<file path="src/sv/tlpq_pkg.sv">
// ----------------------------------------------------------------------------
// tlpq_pkg: shared types and constants for the three-level priority queue
// Payload structs, result codes, level codes and the byte classifier.
// ----------------------------------------------------------------------------
package tlpq_pkg;

  localparam int LEVELS = 3;

  typedef logic [7:0] byte_t;
  typedef logic [1:0] lvl_t;

  // action codes
  localparam logic ACT_ENQ = 1'b0;
  localparam logic ACT_DEQ = 1'b1;

  // result status codes
  localparam logic [1:0] ST_OK    = 2'd0;
  localparam logic [1:0] ST_EMPTY = 2'd1;
  localparam logic [1:0] ST_FULL  = 2'd2;

  // level codes, 0 is highest priority
  localparam lvl_t LVL_HI  = 2'd0;
  localparam lvl_t LVL_MID = 2'd1;
  localparam lvl_t LVL_LO  = 2'd2;

  // bytes sorted to the upper two levels
  localparam byte_t CH_A = 8'h61;
  localparam byte_t CH_B = 8'h62;
  localparam byte_t CH_C = 8'h63;
  localparam byte_t CH_D = 8'h64;
  localparam byte_t CH_F = 8'h66;
  localparam byte_t CH_G = 8'h67;

  typedef struct packed {
    logic  action;
    byte_t char_in;
  } in_t;

  typedef struct packed {
    logic [1:0] status;
    byte_t      char_out;
    lvl_t       level;
  } out_t;

  // per-level control from the top and status back
  typedef struct packed {
    logic push;
    logic pop;
  } lvl_ctrl_t;

  typedef struct packed {
    logic empty;
    logic full;
  } lvl_stat_t;

  function automatic lvl_t level_of(byte_t ch);
    lvl_t l;
    if (ch inside {CH_A, CH_D, CH_G}) begin
      l = LVL_HI;
    end else if (ch inside {CH_B, CH_C, CH_F}) begin
      l = LVL_MID;
    end else begin
      l = LVL_LO;
    end
    return l;
  endfunction

endpackage

</file>
<file path="src/sv/tlpq_cell.sv">
// ----------------------------------------------------------------------------
// tlpq_cell: one byte slot of a level's shift chain
// Loads the pushed byte when it is the next free slot, else takes the
// neighbor's byte on a pop.
// ----------------------------------------------------------------------------
module tlpq_cell #(
  parameter int IDX   = 0,
  parameter int CNT_W = 5
) (
  input  logic              clk,
  input  tlpq_pkg::lvl_ctrl_t ctrl,
  input  logic [CNT_W-1:0]  count,
  input  tlpq_pkg::byte_t   push_data,
  input  tlpq_pkg::byte_t   next_data,
  output tlpq_pkg::byte_t   data
);

  tlpq_pkg::byte_t data_r;
  tlpq_pkg::byte_t data_nxt;

  always_comb begin
    data_nxt = data_r;
    if (ctrl.push && (count == CNT_W'(IDX))) begin
      data_nxt = push_data;
    end else if (ctrl.pop) begin
      data_nxt = next_data;
    end
  end

  always_ff @(posedge clk) begin
    data_r <= data_nxt;
  end

  assign data = data_r;

endmodule

</file>
<file path="src/sv/tlpq_level.sv">
// ----------------------------------------------------------------------------
// tlpq_level: one priority level as a chain of byte cells
// The oldest byte sits in cell 0; a pop shifts the chain one cell down.
// ----------------------------------------------------------------------------
module tlpq_level #(
  parameter int QUEUE_DEPTH = 16
) (
  input  logic                  clk,
  input  logic                  rst_n,
  input  tlpq_pkg::lvl_ctrl_t   ctrl,
  input  tlpq_pkg::byte_t       push_data,
  output tlpq_pkg::byte_t       head,
  output tlpq_pkg::lvl_stat_t   stat
);

  localparam int CNT_W = $clog2(QUEUE_DEPTH + 1);

  logic [CNT_W-1:0] count_r;
  logic [CNT_W-1:0] count_nxt;
  tlpq_pkg::byte_t  cell_q [QUEUE_DEPTH];

  for (genvar i = 0; i < QUEUE_DEPTH; i++) begin : g_cell
    tlpq_pkg::byte_t nb;
    if (i == QUEUE_DEPTH - 1) begin : g_last
      assign nb = '0;
    end else begin : g_mid
      assign nb = cell_q[i+1];
    end
    tlpq_cell #(
      .IDX   (i),
      .CNT_W (CNT_W)
    ) u_cell (
      .clk       (clk),
      .ctrl      (ctrl),
      .count     (count_r),
      .push_data (push_data),
      .next_data (nb),
      .data      (cell_q[i])
    );
  end

  always_comb begin
    count_nxt = count_r;
    if (ctrl.push) begin
      count_nxt = count_r + CNT_W'(1);
    end else if (ctrl.pop) begin
      count_nxt = count_r - CNT_W'(1);
    end
  end

  always_ff @(posedge clk) begin
    if (!rst_n) begin
      count_r <= '0;
    end else begin
      count_r <= count_nxt;
    end
  end

  assign head       = cell_q[0];
  assign stat.empty = (count_r == '0);
  assign stat.full  = (count_r == CNT_W'(QUEUE_DEPTH));

endmodule

</file>
<file path="src/sv/three_level_priority_queue.sv">
// ----------------------------------------------------------------------------
// three_level_priority_queue: strict priority queue of bytes, three levels
// Usage:
//   in_valid/in_stall/in_data carry one operation per transfer: enqueue
//   char_in, or dequeue the oldest byte of the highest non-empty level.
//   'a','d','g' go to level 0, 'b','c','f' to level 1, all else to level 2.
//   out_valid/out_stall/out_data return exactly one result per operation:
//   status (ok, all empty, target full), the byte read and the level.
//   The result is registered: it is valid the cycle after the transfer.
//   Throughput is one operation per cycle while no result is held under
//   out_stall; every operation finishes in the cycle it is taken.
//   While a result is held under out_stall, in_stall is raised and no new
//   operation is taken; the held result does not change.
//   Reset clears every level's fill count and drops any pending result;
//   stored bytes are left as they are and are never read before written.
//   Each level is a chain of QUEUE_DEPTH byte cells, oldest byte in cell 0.
// ----------------------------------------------------------------------------
module three_level_priority_queue #(
  parameter int QUEUE_DEPTH = 16
) (
  input  logic           clk,
  input  logic           rst_n,
  input  logic           in_valid,
  output logic           in_stall,
  input  tlpq_pkg::in_t  in_data,
  output logic           out_valid,
  input  logic           out_stall,
  output tlpq_pkg::out_t out_data
);

  tlpq_pkg::lvl_ctrl_t ctrl [tlpq_pkg::LEVELS];
  tlpq_pkg::lvl_stat_t stat [tlpq_pkg::LEVELS];
  tlpq_pkg::byte_t     head [tlpq_pkg::LEVELS];

  logic           out_valid_r;
  logic           out_valid_nxt;
  tlpq_pkg::out_t out_data_r;
  tlpq_pkg::out_t out_data_nxt;

  logic           xfer;
  tlpq_pkg::lvl_t enq_lvl;
  tlpq_pkg::lvl_t deq_lvl;
  logic           any_full;
  logic           all_empty;

  // hold the input while an undelivered result sits in the output register
  assign in_stall = out_valid_r && out_stall;
  assign xfer     = in_valid && !in_stall;

  // sort the byte; pick the first non-empty level for a dequeue
  always_comb begin
    enq_lvl   = tlpq_pkg::level_of(in_data.char_in);
    all_empty = stat[0].empty && stat[1].empty && stat[2].empty;
    if (!stat[0].empty) begin
      deq_lvl = tlpq_pkg::LVL_HI;
    end else if (!stat[1].empty) begin
      deq_lvl = tlpq_pkg::LVL_MID;
    end else if (!stat[2].empty) begin
      deq_lvl = tlpq_pkg::LVL_LO;
    end else begin
      deq_lvl = tlpq_pkg::LVL_HI;
    end
    any_full = stat[enq_lvl].full;
  end

  for (genvar k = 0; k < tlpq_pkg::LEVELS; k++) begin : g_lvl
    // push only into a level with room; pop only the chosen level
    assign ctrl[k].push = xfer && (in_data.action == tlpq_pkg::ACT_ENQ)
                          && (enq_lvl == tlpq_pkg::lvl_t'(k)) && !any_full;
    assign ctrl[k].pop  = xfer && (in_data.action == tlpq_pkg::ACT_DEQ)
                          && !all_empty && (deq_lvl == tlpq_pkg::lvl_t'(k));

    tlpq_level #(
      .QUEUE_DEPTH (QUEUE_DEPTH)
    ) u_level (
      .clk       (clk),
      .rst_n     (rst_n),
      .ctrl      (ctrl[k]),
      .push_data (in_data.char_in),
      .head      (head[k]),
      .stat      (stat[k])
    );
  end

  // build the result for the operation taken this cycle
  always_comb begin
    out_data_nxt = out_data_r;
    if (xfer) begin
      if (in_data.action == tlpq_pkg::ACT_ENQ) begin
        out_data_nxt.status   = any_full ? tlpq_pkg::ST_FULL : tlpq_pkg::ST_OK;
        out_data_nxt.char_out = '0;
        out_data_nxt.level    = enq_lvl;
      end else if (all_empty) begin
        out_data_nxt.status   = tlpq_pkg::ST_EMPTY;
        out_data_nxt.char_out = '0;
        out_data_nxt.level    = tlpq_pkg::LVL_HI;
      end else begin
        out_data_nxt.status   = tlpq_pkg::ST_OK;
        out_data_nxt.char_out = head[deq_lvl];
        out_data_nxt.level    = deq_lvl;
      end
    end
  end

  // advance the output register on a new result; drop valid once taken
  always_comb begin
    out_valid_nxt = out_valid_r;
    if (xfer) begin
      out_valid_nxt = 1'b1;
    end else if (!out_stall) begin
      out_valid_nxt = 1'b0;
    end
  end

  always_ff @(posedge clk) begin
    if (!rst_n) begin
      out_valid_r <= 1'b0;
    end else begin
      out_valid_r <= out_valid_nxt;
    end
  end

  always_ff @(posedge clk) begin
    out_data_r <= out_data_nxt;
  end

  assign out_valid = out_valid_r;
  assign out_data  = out_data_r;

endmodule

</file>
<file path="config.mk">
export PLATFORM = sky130hd
export DESIGN_NAME = three_level_priority_queue
export DESIGN_NICKNAME = d
export VERILOG_FILES = /design/src/sv/tlpq_pkg.sv /design/src/sv/tlpq_cell.sv /design/src/sv/tlpq_level.sv /design/src/sv/three_level_priority_queue.sv
export SDC_FILE = /design/constraint.sdc
export NUM_CORES = 1
export LEC_CHECK = 0
export ABC_AREA = 0
export BUFFER_PORTS_ARGS = -buffer_cell sky130_fd_sc_hd__buf_2
export CORE_MARGIN = 3
export CORE_UTILIZATION = 30
export CTS_CLUSTER_DIAMETER = 150
export DETAILED_ROUTE_END_ITERATION = 8
export GPL_ROUTABILITY_DRIVEN = 0
export SLEW_MARGIN = 20
export SYNTH_ARGS = -nofsm -noshare
export SYNTH_HDL_FRONTEND = slang
export SYNTH_HIERARCHICAL = 1
export SYNTH_SLANG_ARGS = --single-unit
</file>
<file path="constraint.sdc">
create_clock -name clk -period 9.7 [get_ports clk]
set_clock_uncertainty 0.1 [all_clocks]
set_input_delay 1.94 -clock clk [delete_from_list [all_inputs] [get_ports clk]]
set_output_delay 1.94 -clock clk [all_outputs]
set_load 0.005 [all_outputs]
</file>
==> flow_summary.ini <==
[status]
outcome = finished clean

[clocking]
h-tree-depth = 2
cts_setup_buffers = 0
cts_buffers = 44
cts.path.max_buffers = 3
cts_tree = yes
ctsResizeCount = 0
clk_latency_ps = 540
cts_hold_buf = 0
cts_root_buf = clkbuf_16
clkTransAtPathRegs_ps = 60
clock-sinks = 412

[route]
wl_per_cell_um = 16.4
postRouteAntennaNets = 0
num_vias = 9812
drc_errors = 0
viasPerCell = 4.59
drt-total-wl_mm = 35.1
drtPass1Iterations = 7
drt-initial-drc-count = 604

[critical_path]
cp.arrival_ps = 5410
path_class = input pin to flip-flop
end_kind = flip-flop
start_kind = input pin
worstPathRequired_ps = 10080
critPathMaxFanout = 23

[die]
die_area_mm2 = 0.0698
die_w_um = 264
row_count = 94
start_util_pct = 30.4
io_pins = 27
die_y_um = 264
core_area_mm2 = 0.0659

[yosys]
syn_avg_cell_area_um2 = 17.8
ys_warn_count = 6
async_reset_ff_share_pct = 0
ys_ff_latch = 412
synth-simple-area-share_pct = 12.7
synth-compound-area-share_pct = 2.05
postSynthCellCount = 1124
synth.distinct_cells = 52
synth_top_family_by_area = multiplexers
syn_area_mm2 = 0.0200
synth-edff-count = 396
synthAdderAreaFrac_pct = 0.864
ys_seq_area_share_pct = 61.1
synth_mux_area_share_pct = 22.5
synthFlopType = edfxtp_1
synthXorXnorAreaFrac_pct = 0.307

[worst_hold_path]
hold_class = flip-flop to flip-flop

[cells_and_area]
nNetsFinal = 1266
drive_gt1_share_pct = 48.4
area_growth_syn_to_layout_pct = 14.1
final_common_cell = edfxtp_1
final_cell_mix = edfxtp_1, mux2_2, clkbuf_16, or2b_1
final_area_mm2 = 0.0228

[placed_design]
portBuffers = 26
placed_area_mm2 = 0.0215
dp_hpwl_mm = 22.0

[power_and_ir_drop]
seq_power_share_pct = 48.6
p_int_uw = 3600
p_leak_uw = 0.00873
clockPowerShare_pct = 32.1
combPwrFrac_pct = 19.3
power.density_mw_per_mm2 = 213
switching_share_pct = 26.0
power.switching_uw = 1260
peakVddDrop_v = 0.000111

[sta]
fmax_ghz = 0.199
setup_viol = 0
relSlewSlack_pct = 54.1
rsz0062_at_grt = no
finalSetupTns_ps = 0
slew_violations = 0
worst_pin_slew_ps = 687
min_period_over_period_pct = 51.9
whs_ps = 437
timing.final.crit_period_ps = 5030
hold_violations = 0

[global_routing]
grt_use_total_pct = 10.1
grt_pass1_vias = 10300
antenna_found_initial = 1
grt_max_degree = 52
grt_first_pass_wirelength_mm = 57.4
globalRoute.totalOverflow = 0

[job]
drv_cap = 0
-- sequential cells by signal, summed over array words and instances (netlist names) --
register,count
g_lvl.u_level/count_r,15
g_lvl.u_level/g_cell.u_cell/data,384
out_data,12
out_valid,1
-- worst paths after layout --
kind	cells past startpoint	slack, ps	to	start
max reg2reg	12	6270	g_lvl[0].u_level/count_r[4]	g_lvl[1].u_level/count_r[1]
max	12	4670	g_lvl[0].u_level/count_r[4]	in_data[3]
min reg2reg	1	440	g_lvl[2].u_level/g_cell[8].u_cell/data[7]	g_lvl[2].u_level/g_cell[9].u_cell/data[7]
min	1	440	g_lvl[2].u_level/g_cell[8].u_cell/data[7]	g_lvl[2].u_level/g_cell[9].u_cell/data[7]
-- cell families (layout without fill, tap and decap cells) --
kind of cell,Yosys count,in the layout
and+or+nand+nor,230,230
xor gates and xnor gates,7,7
DFF,412,412
buffers and inverters,17,143
adders and majority gates,12,12
other,3,25
AOI/OAI and AO/OA,51,51
muxes,392,392
-- metrics by stage --
step	worst slack, ps	cells	utilization (%)	power [uW]
after floorplan	2120	1145	-	3080
after global placement	4010	2059	32.6	3320
after detailed placement	4040	2059	32.6	3340
after CTS	4570	2135	34.6	4930
after global routing	4350	2135	34.6	5110
final	4670	2136	34.6	4870
-- power groups by stage --
stage / registers, uW / logic (uW) / clock network, uW
after floorplan: 2480 / 599 / 0
after global placement: 2400 / 920 / 0
after detailed placement: 2400 / 939 / 0
after CTS: 2370 / 947 / 1620
after global routing: 2390 / 1040 / 1680
final: 2360 / 939 / 1560
-- critical path, stage by stage --
cell and delay, ps:
buf_2 100, buf_4 200, nor3b_1 510, nand3b_1 270
nand4b_1 330, nor4_4 170, buf_4 400, inv_1 190
fa_1 500, a21o_1 230, a2111oi_2 390, a311o_1 160
-- final cells by class --
class / instances / area, um^2
Fill cell: 6199 / 43000
Sequential cell: 412 / 12200
Multi-Input combinational cell: 716 / 7790
Clock buffer: 57 / 1200
Tap cell: 864 / 1080
Timing Repair Buffer: 56 / 355
Clock inverter: 19 / 135
Inverter: 11 / 41.3
Antenna cell: 1 / 2.50
-- synth_stat cells (7+ instances only) --
cell type    n  area (um^2)
a211oi_1     8         60.1
or2b_1      33          248
nand2_1     15         56.3
dfxtp_1     16          320
mux2_4      24          360
a21oi_1     13         65.1
mux2_2     360         4050
nand4b_4    12          285
nor3_1       8         40.0
nor3b_4     15          282
xor2_1       7         61.3
nand3b_4    24          480
inv_1       11         41.3
mux2i_1      8         80.1
edfxtp_1   396        11900
or2_2       15         93.8
nand3_1      7         35.0
nor2_1      30          113
and4bb_2    12          150
ha_1         9          113
nor4b_4     15          357
-- layer usage --
layer  global-route usage, %  up-vias  share of wire, %
li1                        -     4748                 -
met1                    14.7     4897                50
met2                    15.5      109                45
met3                    1.79       58               3.3
met4                    2.46        0               1.9
met5                       0        -                 0
No activity file was read; power rests on OpenSTA's default activity.
